--- src/sv/lmja_pkg.sv ---
// ----------------------------------------------------------------------------
// lmja_pkg
// Shared types and codes of the node-side join/ack/query link controller.
// ----------------------------------------------------------------------------
package lmja_pkg;

    // event codes on cmd
    localparam logic [2:0] CMD_START     = 3'd0;
    localparam logic [2:0] CMD_SEND      = 3'd1;
    localparam logic [2:0] CMD_RX_FRAME  = 3'd2;
    localparam logic [2:0] CMD_RETRY_TMO = 3'd3;
    localparam logic [2:0] CMD_QUERY_TMO = 3'd4;

    // frame command codes, shared by rx_kind and tx_kind
    localparam logic [2:0] KIND_JOIN  = 3'd0;
    localparam logic [2:0] KIND_JRESP = 3'd1;
    localparam logic [2:0] KIND_DATA  = 3'd2;
    localparam logic [2:0] KIND_ACK   = 3'd3;
    localparam logic [2:0] KIND_QUERY = 3'd4;

    // timer actions
    localparam logic [1:0] TIMER_NONE  = 2'd0;
    localparam logic [1:0] TIMER_START = 2'd1;
    localparam logic [1:0] TIMER_STOP  = 2'd2;

    // mode as reported on mac_mode
    localparam logic [1:0] MAC_ALONE = 2'd0;
    localparam logic [1:0] MAC_READY = 2'd1;
    localparam logic [1:0] MAC_WAIT  = 2'd2;

    // register index, word address bit 2 on the APB port
    localparam logic REG_MAX_RETRIES = 1'b0;
    localparam logic REG_NODE_IDENT  = 1'b1;

    localparam logic [3:0] MAX_RETRIES_RESET = 4'd3;
    localparam logic [15:0] NODE_IDENT_RESET = 16'd0;

    typedef struct packed {
        logic [3:0]  max_retries;
        logic [15:0] node_ident;
    } cfg_t;

    typedef struct packed {
        logic [2:0]  cmd;
        logic        want_confirm;
        logic [2:0]  rx_kind;
        logic [7:0]  rx_seq;
        logic [15:0] rx_dest_prefix;
        logic [15:0] rx_dest_id;
        logic        rx_more;
        logic [7:0]  rx_len;
        logic [15:0] rx_new_prefix;
    } item_t;

    typedef struct packed {
        logic       tx_valid;
        logic [2:0] tx_kind;
        logic [7:0] tx_seq;
        logic       tx_confirm;
        logic [1:0] retry_timer_op;
        logic [1:0] query_timer_op;
        logic       deliver_up;
        logic       joined;
        logic       join_backoff;
        logic       send_refused;
        logic [1:0] mac_mode;
        logic       last;
    } result_t;

endpackage

--- src/sv/lmja_regs.sv ---
// ----------------------------------------------------------------------------
// lmja_regs
// APB configuration registers: retry limit and node identifier.
// ----------------------------------------------------------------------------
module lmja_regs (
    input  logic               clk,
    input  logic               rst_n,
    input  logic               psel,
    input  logic               penable,
    input  logic               pwrite,
    input  logic [2:0]         paddr,
    input  logic [31:0]        pwdata,
    output logic [31:0]        prdata,
    output logic               pready,
    output lmja_pkg::cfg_t     cfg
);
    import lmja_pkg::*;

    logic        wr_en;
    logic [3:0]  max_retries_reg;
    logic [15:0] node_ident_reg;

    assign pready = 1'b1;
    assign wr_en  = psel && penable && pwrite && pready;

    // word addressed, byte offset bits ignored
    always_ff @(posedge clk or negedge rst_n)
    begin
        if (!rst_n)
        begin
            max_retries_reg <= MAX_RETRIES_RESET;
            node_ident_reg  <= NODE_IDENT_RESET;
        end
        else if (wr_en)
        begin
            unique case (paddr[2])
                REG_MAX_RETRIES: max_retries_reg <= pwdata[3:0];
                REG_NODE_IDENT:  node_ident_reg  <= pwdata[15:0];
                default:         ;
            endcase
        end
    end

    always_comb
    begin
        unique case (paddr[2])
            REG_MAX_RETRIES: prdata = {28'd0, max_retries_reg};
            REG_NODE_IDENT:  prdata = {16'd0, node_ident_reg};
            default:         prdata = 32'd0;
        endcase
    end

    assign cfg.max_retries = max_retries_reg;
    assign cfg.node_ident  = node_ident_reg;

endmodule

--- src/sv/lmja_core.sv ---
// ----------------------------------------------------------------------------
// lmja_core
// Controller state and the single-pass event logic producing up to two results.
// ----------------------------------------------------------------------------
module lmja_core (
    input  logic                    clk,
    input  logic                    rst_n,
    input  lmja_pkg::item_t         item,
    input  lmja_pkg::cfg_t          cfg,
    input  logic                    commit,
    output lmja_pkg::result_t [1:0] res,
    output logic [1:0]              res_cnt
);
    import lmja_pkg::*;

    typedef enum logic [2:0] {
        MODE_ALONE = 3'b001,
        MODE_READY = 3'b010,
        MODE_WAIT  = 3'b100
    } mode_t;

    typedef struct packed {
        mode_t       mode;
        logic [7:0]  send_seq;
        logic [7:0]  expect_seq;
        logic [3:0]  retry_count;
        logic        query_pending;
        logic [2:0]  sent_kind;
        logic [7:0]  sent_seq;
        logic        sent_confirm;
        logic [15:0] own_prefix;
    } state_t;

    // working copy of state and results while one event is evaluated
    typedef struct packed {
        state_t           st;
        result_t [1:0]    res;
        logic             cur;
        logic             follow;
    } ctx_t;

    state_t state_reg;
    state_t state_next;
    ctx_t   ctx;

    function automatic logic [1:0] mode_code(input mode_t m);
        logic [1:0] code;
        unique case (m)
            MODE_ALONE: code = MAC_ALONE;
            MODE_READY: code = MAC_READY;
            MODE_WAIT:  code = MAC_WAIT;
            default:    code = MAC_ALONE;
        endcase
        return code;
    endfunction

    // a second transmit opens the second result
    function automatic ctx_t put_tx(input ctx_t c, input logic [2:0] k,
                                    input logic [7:0] s, input logic cf);
        ctx_t n;
        n = c;
        if (!n.cur && n.res[0].tx_valid)
        begin
            n.res[0].mac_mode = mode_code(n.st.mode);
            n.cur = 1'b1;
        end
        n.res[n.cur].tx_valid   = 1'b1;
        n.res[n.cur].tx_kind    = k;
        n.res[n.cur].tx_seq     = s;
        n.res[n.cur].tx_confirm = cf;
        return n;
    endfunction

    // follow is set when a held-back query has to go out instead
    function automatic ctx_t set_ready(input ctx_t c);
        ctx_t n;
        n = c;
        n.follow = 1'b0;
        if (n.st.mode == MODE_WAIT && n.st.query_pending)
        begin
            n.st.query_pending = 1'b0;
            n.follow = 1'b1;
        end
        else
        begin
            n.st.mode = MODE_READY;
        end
        return n;
    endfunction

    function automatic ctx_t emit_frame(input ctx_t c, input logic [2:0] k,
                                        input logic [7:0] s, input logic cf);
        ctx_t n;
        n = put_tx(c, k, s, cf);
        n.follow = 1'b0;
        if (k != KIND_JOIN)
            n.st.mode = MODE_WAIT;
        if (cf || k == KIND_QUERY || k == KIND_JOIN)
            n.res[n.cur].retry_timer_op = TIMER_START;
        else
            n = set_ready(n);
        return n;
    endfunction

    function automatic ctx_t new_frame(input ctx_t c, input logic [2:0] k,
                                       input logic cf);
        ctx_t n;
        logic [7:0] s;
        n = c;
        s = n.st.send_seq;
        n.st.send_seq     = s + 8'd1;
        n.st.sent_kind    = k;
        n.st.sent_seq     = s;
        n.st.sent_confirm = cf;
        return emit_frame(n, k, s, cf);
    endfunction

    function automatic ctx_t send_new(input ctx_t c, input logic [2:0] k,
                                      input logic cf);
        ctx_t n;
        n = new_frame(c, k, cf);
        if (n.follow)
            n = new_frame(n, KIND_QUERY, 1'b0);
        return n;
    endfunction

    function automatic ctx_t make_ready(input ctx_t c);
        ctx_t n;
        n = set_ready(c);
        if (n.follow)
            n = new_frame(n, KIND_QUERY, 1'b0);
        return n;
    endfunction

    function automatic ctx_t on_frame(input ctx_t c, input item_t it,
                                      input logic [15:0] ident);
        ctx_t n;
        logic to_me;
        n = c;
        to_me = (it.rx_dest_prefix == n.st.own_prefix) && (it.rx_dest_id == ident);
        if (it.rx_dest_prefix == n.st.own_prefix)
        begin
            case (it.rx_kind)
                KIND_JRESP:
                begin
                    if (n.st.mode == MODE_ALONE && to_me && it.rx_len == 8'd1 &&
                        it.rx_seq == 8'd0)
                    begin
                        n.res[n.cur].retry_timer_op = TIMER_STOP;
                        n.st.retry_count = 4'd0;
                        n.st.own_prefix  = it.rx_new_prefix;
                        n.res[n.cur].query_timer_op = TIMER_START;
                        n.st.expect_seq  = n.st.expect_seq + 8'd1;
                        n = make_ready(n);
                        n.res[n.cur].joined = 1'b1;
                    end
                end
                KIND_DATA:
                begin
                    if (n.st.mode != MODE_ALONE && it.rx_seq >= n.st.expect_seq)
                    begin
                        n.res[n.cur].retry_timer_op = TIMER_STOP;
                        n.res[n.cur].query_timer_op = TIMER_STOP;
                        n.st.retry_count = 4'd0;
                        n.st.expect_seq  = it.rx_seq + 8'd1;
                        n.res[n.cur].deliver_up = 1'b1;
                        if (it.rx_more)
                        begin
                            n = send_new(n, KIND_QUERY, 1'b0);
                        end
                        else
                        begin
                            n.res[n.cur].query_timer_op = TIMER_START;
                            n = make_ready(n);
                        end
                    end
                end
                KIND_ACK:
                begin
                    if (n.st.mode != MODE_ALONE && to_me && it.rx_seq == n.st.sent_seq)
                    begin
                        n.res[n.cur].retry_timer_op = TIMER_STOP;
                        n.st.retry_count = 4'd0;
                        if (n.st.sent_kind == KIND_QUERY)
                            n.res[n.cur].query_timer_op = TIMER_START;
                        n = make_ready(n);
                    end
                end
                default: ;
            endcase
        end
        return n;
    endfunction

    function automatic ctx_t on_retry(input ctx_t c, input logic [3:0] limit);
        ctx_t n;
        n = c;
        if (n.st.retry_count < limit)
        begin
            n.st.retry_count = n.st.retry_count + 4'd1;
            n = emit_frame(n, n.st.sent_kind, n.st.sent_seq, n.st.sent_confirm);
            if (n.follow)
                n = new_frame(n, KIND_QUERY, 1'b0);
        end
        else
        begin
            n.st.retry_count = 4'd0;
            if (n.st.sent_kind == KIND_JOIN)
            begin
                n.res[n.cur].join_backoff   = 1'b1;
                n.res[n.cur].retry_timer_op = TIMER_START;
            end
            else
            begin
                if (n.st.sent_kind == KIND_QUERY)
                    n.res[n.cur].query_timer_op = TIMER_START;
                n = make_ready(n);
            end
        end
        return n;
    endfunction

    always_comb
    begin
        ctx     = '0;
        ctx.st  = state_reg;
        case (item.cmd)
            CMD_START:
            begin
                ctx.st.mode       = MODE_ALONE;
                ctx.st.own_prefix = cfg.node_ident;
                ctx = send_new(ctx, KIND_JOIN, 1'b0);
            end
            CMD_SEND:
            begin
                if (ctx.st.mode == MODE_READY)
                    ctx = send_new(ctx, KIND_DATA, item.want_confirm);
                else
                    ctx.res[0].send_refused = 1'b1;
            end
            CMD_RX_FRAME:  ctx = on_frame(ctx, item, cfg.node_ident);
            CMD_RETRY_TMO: ctx = on_retry(ctx, cfg.max_retries);
            CMD_QUERY_TMO:
            begin
                if (ctx.st.mode == MODE_READY)
                    ctx = send_new(ctx, KIND_QUERY, 1'b0);
                else
                    ctx.st.query_pending = 1'b1;
            end
            default: ;
        endcase
        ctx.res[ctx.cur].mac_mode = mode_code(ctx.st.mode);
        ctx.res[ctx.cur].last     = 1'b1;
    end

    assign state_next = ctx.st;
    assign res        = ctx.res;
    assign res_cnt    = {1'b0, ctx.cur} + 2'd1;

    always_ff @(posedge clk or negedge rst_n)
    begin
        if (!rst_n)
        begin
            state_reg.mode          <= MODE_ALONE;
            state_reg.send_seq      <= 8'd0;
            state_reg.expect_seq    <= 8'd0;
            state_reg.retry_count   <= 4'd0;
            state_reg.query_pending <= 1'b0;
            state_reg.sent_kind     <= 3'd0;
            state_reg.sent_seq      <= 8'd0;
            state_reg.sent_confirm  <= 1'b0;
            state_reg.own_prefix    <= 16'd0;
        end
        else if (commit)
        begin
            state_reg <= state_next;
        end
    end

    // a second result only exists because a second frame goes out
    a_two_results_tx: assert property (@(posedge clk) disable iff (!rst_n)
        commit && res_cnt == 2'd2 |-> res[0].tx_valid && res[1].tx_valid)
        else $error("second result without two transmits");

    a_sent_seq_tracks: assert property (@(posedge clk) disable iff (!rst_n)
        commit && res[0].tx_valid && item.cmd != CMD_RETRY_TMO
        |=> state_reg.sent_seq == state_reg.send_seq - 8'd1)
        else $error("last sent sequence out of step with send counter");

endmodule

--- src/sv/lmja_outq.sv ---
// ----------------------------------------------------------------------------
// lmja_outq
// Two-entry result queue, takes one or two results per transfer-in cycle.
// ----------------------------------------------------------------------------
module lmja_outq (
    input  logic                    clk,
    input  logic                    rst_n,
    input  logic [1:0]              push_n,
    input  lmja_pkg::result_t [1:0] push_res,
    output logic [1:0]              avail,
    output logic                    out_valid,
    input  logic                    out_ready,
    output lmja_pkg::result_t       out_res
);
    import lmja_pkg::*;

    result_t [1:0] q_reg;
    result_t [1:0] q_next;
    logic [1:0]    count_reg;
    logic [1:0]    count_next;
    logic [1:0]    base;
    logic          pop;

    assign out_valid = (count_reg != 2'd0);
    assign out_res   = q_reg[0];
    assign pop       = out_valid && out_ready;
    assign base      = count_reg - {1'b0, pop};
    assign avail     = 2'd2 - base;

    always_comb
    begin
        q_next = q_reg;
        if (pop)
            q_next[0] = q_reg[1];
        if (push_n == 2'd2)
        begin
            q_next[0] = push_res[0];
            q_next[1] = push_res[1];
        end
        else if (push_n == 2'd1)
        begin
            q_next[base[0]] = push_res[0];
        end
        count_next = base + push_n;
    end

    always_ff @(posedge clk or negedge rst_n)
    begin
        if (!rst_n)
            count_reg <= 2'd0;
        else
            count_reg <= count_next;
    end

    always_ff @(posedge clk)
    begin
        q_reg <= q_next;
    end

    a_count_bound: assert property (@(posedge clk) disable iff (!rst_n)
        count_reg <= 2'd2)
        else $error("result queue count out of range");

    a_no_overflow: assert property (@(posedge clk) disable iff (!rst_n)
        push_n != 2'd0 |-> push_n <= avail)
        else $error("results pushed without room");

    a_count_step: assert property (@(posedge clk) disable iff (!rst_n)
        pop && push_n == 2'd0 |=> count_reg == $past(count_reg) - 2'd1)
        else $error("queue count did not drop on output transfer");

endmodule

--- src/sv/link_mac_join_ack_query_core.sv ---
// ----------------------------------------------------------------------------
// link_mac_join_ack_query_core
// Node-side link controller: join, data with acknowledgement, query polling.
// ----------------------------------------------------------------------------
// Each event is held in an input register and evaluated in one pass against
// the controller state; the one or two results it causes are written together
// into a two-entry result queue that drives the output channel, and the state
// is updated in the same cycle. An event that yields one result can be taken
// every cycle while out_ready is high; one that yields two holds the output
// for both its results, so the sustained rate is set by the result queue
// draining one result per cycle. in_ready depends combinationally on
// out_ready. There is no clearing pass after reset.
module link_mac_join_ack_query_core (
    input  logic        clk,
    input  logic        rst_n,
    // configuration
    input  logic        psel,
    input  logic        penable,
    input  logic        pwrite,
    input  logic [2:0]  paddr,
    input  logic [31:0] pwdata,
    output logic [31:0] prdata,
    output logic        pready,
    // event channel
    input  logic        in_valid,
    output logic        in_ready,
    input  logic [2:0]  cmd,
    input  logic        want_confirm,
    input  logic [2:0]  rx_kind,
    input  logic [7:0]  rx_seq,
    input  logic [15:0] rx_dest_prefix,
    input  logic [15:0] rx_dest_id,
    input  logic        rx_more,
    input  logic [7:0]  rx_len,
    input  logic [15:0] rx_new_prefix,
    // result channel
    output logic        out_valid,
    input  logic        out_ready,
    output logic        tx_valid,
    output logic [2:0]  tx_kind,
    output logic [7:0]  tx_seq,
    output logic        tx_confirm,
    output logic [1:0]  retry_timer_op,
    output logic [1:0]  query_timer_op,
    output logic        deliver_up,
    output logic        joined,
    output logic        join_backoff,
    output logic        send_refused,
    output logic [1:0]  mac_mode,
    output logic        last
);
    import lmja_pkg::*;

    cfg_t          cfg;
    item_t         item_reg;
    logic          in_valid_reg;
    logic          in_valid_next;
    logic          commit;
    result_t [1:0] res;
    logic [1:0]    res_cnt;
    logic [1:0]    avail;
    logic [1:0]    push_n;
    result_t       out_res;

    lmja_regs u_regs (
        .clk     (clk),
        .rst_n   (rst_n),
        .psel    (psel),
        .penable (penable),
        .pwrite  (pwrite),
        .paddr   (paddr),
        .pwdata  (pwdata),
        .prdata  (prdata),
        .pready  (pready),
        .cfg     (cfg)
    );

    // event leaves the input register once the queue can take all its results
    assign commit   = in_valid_reg && (res_cnt <= avail);
    assign in_ready = !in_valid_reg || commit;
    assign push_n   = commit ? res_cnt : 2'd0;

    always_comb
    begin
        in_valid_next = in_valid_reg;
        if (in_valid && in_ready)
            in_valid_next = 1'b1;
        else if (commit)
            in_valid_next = 1'b0;
    end

    always_ff @(posedge clk or negedge rst_n)
    begin
        if (!rst_n)
            in_valid_reg <= 1'b0;
        else
            in_valid_reg <= in_valid_next;
    end

    always_ff @(posedge clk)
    begin
        if (in_valid && in_ready)
        begin
            item_reg.cmd            <= cmd;
            item_reg.want_confirm   <= want_confirm;
            item_reg.rx_kind        <= rx_kind;
            item_reg.rx_seq         <= rx_seq;
            item_reg.rx_dest_prefix <= rx_dest_prefix;
            item_reg.rx_dest_id     <= rx_dest_id;
            item_reg.rx_more        <= rx_more;
            item_reg.rx_len         <= rx_len;
            item_reg.rx_new_prefix  <= rx_new_prefix;
        end
    end

    lmja_core u_core (
        .clk     (clk),
        .rst_n   (rst_n),
        .item    (item_reg),
        .cfg     (cfg),
        .commit  (commit),
        .res     (res),
        .res_cnt (res_cnt)
    );

    lmja_outq u_outq (
        .clk       (clk),
        .rst_n     (rst_n),
        .push_n    (push_n),
        .push_res  (res),
        .avail     (avail),
        .out_valid (out_valid),
        .out_ready (out_ready),
        .out_res   (out_res)
    );

    assign tx_valid       = out_res.tx_valid;
    assign tx_kind        = out_res.tx_kind;
    assign tx_seq         = out_res.tx_seq;
    assign tx_confirm     = out_res.tx_confirm;
    assign retry_timer_op = out_res.retry_timer_op;
    assign query_timer_op = out_res.query_timer_op;
    assign deliver_up     = out_res.deliver_up;
    assign joined         = out_res.joined;
    assign join_backoff   = out_res.join_backoff;
    assign send_refused   = out_res.send_refused;
    assign mac_mode       = out_res.mac_mode;
    assign last           = out_res.last;

endmodule

--- config.mk ---
export PLATFORM = sky130hd
export DESIGN_NAME = link_mac_join_ack_query_core
export DESIGN_NICKNAME = d
export VERILOG_FILES = /design/src/sv/lmja_pkg.sv /design/src/sv/lmja_regs.sv /design/src/sv/lmja_core.sv /design/src/sv/lmja_outq.sv /design/src/sv/link_mac_join_ack_query_core.sv
export SDC_FILE = /design/constraint.sdc
export NUM_CORES = 1
export LEC_CHECK = 0
export BUFFER_PORTS_ARGS = -buffer_cell sky130_fd_sc_hd__buf_2
export CORE_MARGIN = 2
export CORE_UTILIZATION = 52
export DETAILED_ROUTE_END_ITERATION = 10
export GPL_TIMING_DRIVEN = 0
export PLACE_DENSITY = 0.75
export SYNTH_ARGS = -nofsm -noshare
export SYNTH_HDL_FRONTEND = slang
export SYNTH_SLANG_ARGS = --single-unit
--- constraint.sdc ---
create_clock -name clk -period 6.3 [get_ports clk]
set_input_delay 0 -clock clk [delete_from_list [all_inputs] [get_ports clk]]
set_output_delay 0 -clock clk [all_outputs]
set_load 0.02 [all_outputs]
==> impl_metrics.yaml, run 1 <==
run_status:
  run_status: "complete, no violations"
route:
  vias: 8662
  drt_pre_antenna_iters: 5
  drc: 0
  wl_per_cell_um: 18.4
  wirelength_um: 28000
  drt_iter0_drc: 811
  drtAntennaViolNets: 0
  vias_per_cell: 5.69
worst_setup_path:
  worstReg2RegEnd: "u_core.state_reg[19]$_DFFE_PN0P_"
  worstRegToRegCells: 18
  worstSetupPathType: "flip-flop to flip-flop"
  crit_fanout: 15
  rrSetupSlack_ns: 0.33
  crit_arrival_ns: 6.26
  required_ns: 6.59
  end_kind: "flip-flop"
  r2r_start: "u_outq.count_reg[0]$_DFF_PN0_"
  worstSetupStartpointType: "flip-flop"
yosys:
  postSynthAreaPerCell_um2: 10.4
  synthArstFlopShare_pct: 38.1
  synth_cells: 982
  ys_types: 80
  synth_area_mm2: 0.0102
  ys.flop_type: "edfxtp_1"
  ys_warn_count: 0
  ys_seq_area_share_pct: 50.9
  synth_seq_cells: 194
  netlist_top_cells_area: "edfxtp_1 28%, dfrtp_1 17%, dfxtp_1 4.7%"
  synth_top_area_share_pct: 28.1
  synth_enable_flop_cells: 96
  yosysTopAreaCell: "edfxtp_1"
pwr:
  swShare_pct: 42.5
  pwr_density_cell_mw_per_mm2: 497
  pwr-share-seq_pct: 38.0
  clock_power_share_pct: 17.4
  p_sw_mw: 2.72
  ir_drop_mv: 0.249
  p_int_mw: 3.68
  power_frac_comb_pct: 44.6
  p_leak_nw: 5.29
timing:
  worstMarginPinSlew_ns: 1.38
  tns_ns: 0
  slew_headroom_pct: 6.97
  fin_skew_ns: 0.0184
  finalSetupViolCount: 0
  rsz0062_at_grt: "no"
  holdWs_ns: 0.0727
  fmax_mhz: 168
  final_max_slew_viol_count: 0
  period_share_pct: 94.8
  min_period_ns: 5.97
  final_hold_viol_count: 0
die:
  die_area_mm2: 0.0208
  core_area_mm2: 0.0194
  fp.dieH_um: 144
  num_rows: 51
  die-width_um: 144
  ios: 173
  start_util_pct: 52.8
finish:
  multi_input_comb_area_mm2: 0.00453
  antenna_cells: 0
  area_growth_pct: 25.8
  largest_reg_flops: 72
  ff_latch_area_mm2: 0.00522
  layout.nets: 1383
  post-route-cell-area_mm2: 0.0129
  drive_gt1_share_pct: 22.7
  stdcell_count: 1523
  nFillCells: 1509
clocking:
  path_clk_slew_ns: 0.08
  clkSinkCount: 194
  htreeDepth: 4
  cts_tree: "done"
  post_cts_buffers: 0
  insertion_delay_ns: 0.45
  ctsLongestPathBuffers: 2
  cts-buffers-inserted: 17
  root_buffer: "clkbuf_16"
global_route:
  antenna_found_initial: 0
  grt_max_degree: 72
  grt_overflow: 0
  grt_usage_pct: 27.9
  grt_first_pass_wirelength_um: 44200
  first_global_vias: 8257
placed_design:
  gp_congestion: 0.921
  dp_cells: 1401
  detailed_place_hpwl_um: 19100
  portBuffers: 137
  dpl_cell_area_mm2: 0.0114
job:
  drv_cap: 0
worst_hold_path:
  holdCritPathClass: "input pin to async pin"
[worst max path at each step]
stage               cells after the start                           from                               end  slack, ns
floorplan                              14  u_outq.count_reg[0]$_DFF_PN0_             item_reg[0]$_DFFE_PP_       1.17
global placement                       14  u_outq.count_reg[0]$_DFF_PN0_            item_reg[68]$_DFFE_PP_       0.02
detailed placement                     18  u_outq.count_reg[1]$_DFF_PN0_  u_core.state_reg[46]$_DFFE_PN0P_       0.32
CTS                                    19  u_outq.count_reg[1]$_DFF_PN0_  u_core.state_reg[47]$_DFFE_PN0P_       0.30
global route                           18  u_outq.count_reg[0]$_DFF_PN0_  u_core.state_reg[19]$_DFFE_PN0P_      0.001
finish                                 18  u_outq.count_reg[0]$_DFF_PN0_  u_core.state_reg[19]$_DFFE_PN0P_       0.33
[final cells by class]
| cell class | instances | area share [%] |
|---|---|---|
| timing repair buffer | 229 | 12.7 |
| buffer | 74 | 3.42 |
| inverter | 30 | 0.874 |
| sequential | 194 | 40.5 |
| clock buffer | 17 | 3.30 |
| tap | 265 | 2.57 |
| multi-input combinational | 699 | 35.2 |
| clock inverter | 15 | 1.46 |
[per-stage QoR]
| step | setup slack, ns | util (%) | power [mW] |
|---|---|---|---|
| floorplan | 1.17 | - | 4.38 |
| global placement | 0.0216 | 58.3 | 5.12 |
| detailed placement | 0.317 | 58.6 | 5.21 |
| CTS | 0.303 | 66.4 | 6.36 |
| global route | 0.00125 | 66.4 | 6.82 |
| finish | 0.330 | 66.4 | 6.40 |
[synthesized netlist by cell type, drive strengths merged, types with 21 or more instances]
master / instances
o21ai: 40
dfrtp: 71
a31oi: 21
clkbuf: 28
inv: 27
mux2: 23
nor2: 81
nand2: 95
edfxtp: 96
ha: 24
dfxtp: 24
a21oi: 69
nand3: 31
buf: 46
xor2: 47
[power by group through the flow]
stage | clock (mW) | combinational (mW) | sequential, mW
floorplan | 0 | 2.03 | 2.35
global placement | 0 | 2.68 | 2.44
detailed placement | 0 | 2.77 | 2.44
CTS | 1.12 | 2.83 | 2.41
global route | 1.17 | 3.17 | 2.49
finish | 1.11 | 2.85 | 2.43
[logic make-up after synthesis]
| family | count (synthesis) | synth area share [%] |
|---|---|---|
| simple gates | 334 | 16.5 |
| fa+ha+maj | 24 | 2.93 |
| mux | 31 | 3.31 |
| other cells | 2 | 0.0733 |
| buf+inv | 104 | 5.40 |
| compound gates | 233 | 15.8 |
| flops | 194 | 50.9 |
| xor+xnor | 60 | 5.13 |
[timing repair]
action / in CTS / in global routing
gates resized for setup: 0 / 0
endpoints found under the setup margin: 0 / 12
hold endpoints to repair: 167 / 0
hold buffers: 90 / 0
[layer usage]
layer | vias up | track usage, % | share of wire [%]
met5 | - | 0 | 0
met4 | 0 | 9.30 | 2.4
li1 | 4075 | - | -
met1 | 4109 | 37.8 | 42
met3 | 54 | 4.80 | 7.9
met2 | 424 | 45.9 | 48
[worst max-delay path, stage by stage, from the launching register on]
cell and delay [ns]:
dfrtp_1 0.37, or2_2 0.30, nand2_1 0.10, clkinv_1 0.23, clkbuf_1 0.31, ha_1 0.35
clkbuf_1 0.38, clkbuf_1 0.46, xnor2_1 0.15, ha_1 0.30, nor2b_1 0.13, o22ai_1 0.16
nand2_1 0.22, inv_1 0.55, nand2_1 0.14, clkbuf_1 0.32, nor4b_4 0.70, clkbuf_1 0.46
a31oi_1 0.17
[placed cells by master (no fill, tap or decap), drive strengths merged, types with 8 or more instances in the layout]
master	instances
clkbuf	45
o21ai	40
a21oi	69
o21a	11
dfxtp	24
a22oi	20
ha	24
nand4	8
a31oi	21
inv	34
nand2b	14
nor4	18
buf	185
edfxtp	96
nand2	95
clkinv	10
xnor2	13
nand3	31
dlygate4sd3	90
conb	17
mux2	23
dfrtp	71
mux2i	8
nor3	16
xor2	47
nor2b	8
and3	17
and2	20
nor2	81
(Power assumes the default switching activity.)
==> inputs of run 2 (changes only) <==
--- a/config.mk
+++ b/config.mk
@@ -5,7 +5,7 @@
 export SDC_FILE = /design/constraint.sdc
 export NUM_CORES = 1
 export LEC_CHECK = 0
-export BUFFER_PORTS_ARGS = -buffer_cell sky130_fd_sc_hd__buf_2
+export BUFFER_PORTS_ARGS = -buffer_cell sky130_fd_sc_hd__buf_4
 export CORE_MARGIN = 2
 export CORE_UTILIZATION = 52
 export DETAILED_ROUTE_END_ITERATION = 10
==> run 2 against run 1 <==
Fmax rose by 3.8%. Register-to-register slack improved by 0.22 ns. Worst hold slack improved by 0.025 ns. Power is 0.36% higher.
==> impl_metrics.yaml, run 2 (synthesis gave the netlist of run 1 again) <==
run_status:
  run_status: "complete, no violations"
route:
  vias: 8554
  wl_per_cell_um: 18.6
  drc: 0
  vias_per_cell: 5.61
  drt_iter0_drc: 709
  drtAntennaViolNets: 0
  drt_pre_antenna_iters: 5
  wirelength_um: 28300
worst_setup_path:
  cp_slowest_cell: "inv_1"
  rrSetupSlack_ns: 0.55
  crit_arrival_ns: 6.12
  end_kind: "flip-flop"
  required_ns: 6.67
  worstReg2RegEnd: "u_outq.out_res[4]$_DFF_P_"
  critPathMaxStageDelay_ns: 0.53
  crit_fanout: 15
  worstSetupStartpointType: "flip-flop"
  worstSetupPathType: "flip-flop to flip-flop"
  r2r_start: "u_outq.count_reg[1]$_DFF_PN0_"
  worstRegToRegCells: 21
  crit_path_cell_trace: "or2_2, nand2_1, clkinv_1, clkbuf_1, ha_1, clkbuf_1, clkbuf_1, xnor2_1, ha_1, nor2b_1, o22ai_1, nand2_1, inv_1, nand2_1, clkbuf_2, or2_0, clkbuf_1, nand2_1, buf_2, nand3_1, o21ai_0"
clocking:
  root_buffer: "clkbuf_16"
  cts-buffers-inserted: 17
  clkSinkCount: 194
  insertion_delay_ns: 0.44
  cts_tree: "done"
  path_clk_slew_ns: 0.08
  htreeDepth: 4
  ctsLongestPathBuffers: 2
finish:
  layout_commonest_cell: "buf_4"
  final_cell_mix: "175 x buf_4, 96 x edfxtp_1, 94 x nand2_1"
  largest_reg_flops: 72
  drive_gt1_share_pct: 22.8
  nFillCells: 1465
  antenna_cells: 0
  layout.nets: 1385
  area_growth_pct: 28.5
die:
  ios: 173
  die-width_um: 144
  start_util_pct: 52.8
  num_rows: 51
  die_area_mm2: 0.0208
  fp.dieH_um: 144
  core_area_mm2: 0.0194
worst_hold_path:
  holdCritPathClass: "input pin to flip-flop"
  whs_path_depth: 6
  worst_hold_path.endpoint: "u_outq.out_res[1]$_DFF_P_"
  min_from: "out_ready"
global_route:
  grt_overflow: 0
  grt_max_degree: 75
  antenna_found_initial: 0
  grt_first_pass_wirelength_um: 44800
  first_global_vias: 8304
  grt_usage_pct: 28.3
timing:
  holdWs_ns: 0.0977
  slew_headroom_pct: 8.39
  min_period_ns: 5.75
  final_max_slew_viol_count: 0
  tns_ns: 0
  fin_skew_ns: 0.0145
  final_hold_viol_count: 0
  period_share_pct: 91.3
  worstMarginPinSlew_ns: 1.36
  finalSetupViolCount: 0
  fmax_mhz: 174
  rsz0062_at_grt: "no"
placed_design:
  portBuffers: 137
  detailed_place_hpwl_um: 19600
  gp_congestion: 0.928
pwr:
  pwr_density_cell_mw_per_mm2: 488
  ir_drop_mv: 0.237
  p_leak_nw: 5.38
job:
  drv_cap: 0
[run 2: cell types whose count changed in the layout (fill, tap and decap cells not counted), sizes merged]
cell / change
buf: +2
clkbuf: +2
clkinv: -2
clkinvlp: +2
bufinv: -1
inv: -1
[run 2: routing by layer]
metal | global-route usage [%] | share of wire (%) | vias up
met2 | 44.7 | 47 | 369
met5 | 0 | 0 | -
met4 | 9.20 | 2.2 | 0
met1 | 39.5 | 44 | 4058
li1 | - | - | 4073
met3 | 5.40 | 6.9 | 54
[run 2: cell type report]
type | instances | area, um^2 | area share [%]
inverters | 30 | 113 | 0.855
repair buffers | 231 | 1980 | 15.0
plain buffers | 74 | 442 | 3.35
clock inverters | 13 | 118 | 0.893
clock buffers | 19 | 433 | 3.29
well taps | 265 | 332 | 2.52
multi-input cells | 699 | 4530 | 34.4
flip-flops and latches | 194 | 5220 | 39.6
[run 2: what timing repair did]
action | in CTS | in global routing
endpoints found under the hold margin | 168 | 0
buffers inserted | 0 | 3
setup endpoints to repair | 0 | 24
resized for setup | 0 | 2
hold buffers | 90 | 0
[run 2: metrics by stage]
step | power (mW) | area, um^2 | util (%) | setup WS [ns] | instances
2_1_floorplan | 4.38 | 10300 | - | 1.17 | 997
3_3_place_gp | 5.21 | 11700 | 60.1 | 0.0484 | 1399
3_5_place_dp | 5.29 | 11700 | 60.3 | 0.293 | 1400
4_1_cts | 6.37 | 13100 | 67.8 | 0.281 | 1522
5_1_grt | 6.86 | 13200 | 67.9 | 0.0299 | 1525
6_report | 6.42 | 13200 | 67.9 | 0.550 | 1525
[run 2: power by group]
part / internal (mW) / total [mW] / switching [mW] / leakage, nW
Clock: 0.520 / 1.04 / 0.516 / 0.264
Combinational: 1.17 / 2.96 / 1.79 / 3.08
Sequential: 2.03 / 2.43 / 0.400 / 2.03
Total: 3.72 / 6.42 / 2.71 / 5.38
[run 2: critical path: cells and delay by family, from the launching register on]
kind | cells | cell delay (ns)
compound gates | 2 | 0.29
xor+xnor | 1 | 0.15
fa+ha+maj | 2 | 0.65
buf+inv | 8 | 2.71
flops | 1 | 0.39
simple gates | 8 | 1.47
[run 2: worst max path at each step]
stage                             startpoint                          endpoint  cells after the start
4_1_cts        u_outq.count_reg[1]$_DFF_PN0_  u_core.state_reg[46]$_DFFE_PN0P_                     18
5_1_grt        u_outq.count_reg[1]$_DFF_PN0_         u_outq.out_res[4]$_DFF_P_                     21
2_1_floorplan  u_outq.count_reg[0]$_DFF_PN0_             item_reg[0]$_DFFE_PP_                     14
3_3_place_gp   u_outq.count_reg[0]$_DFF_PN0_            item_reg[68]$_DFFE_PP_                     14
6_report       u_outq.count_reg[1]$_DFF_PN0_         u_outq.out_res[4]$_DFF_P_                     21
3_5_place_dp   u_outq.count_reg[1]$_DFF_PN0_  u_core.state_reg[46]$_DFFE_PN0P_                     18
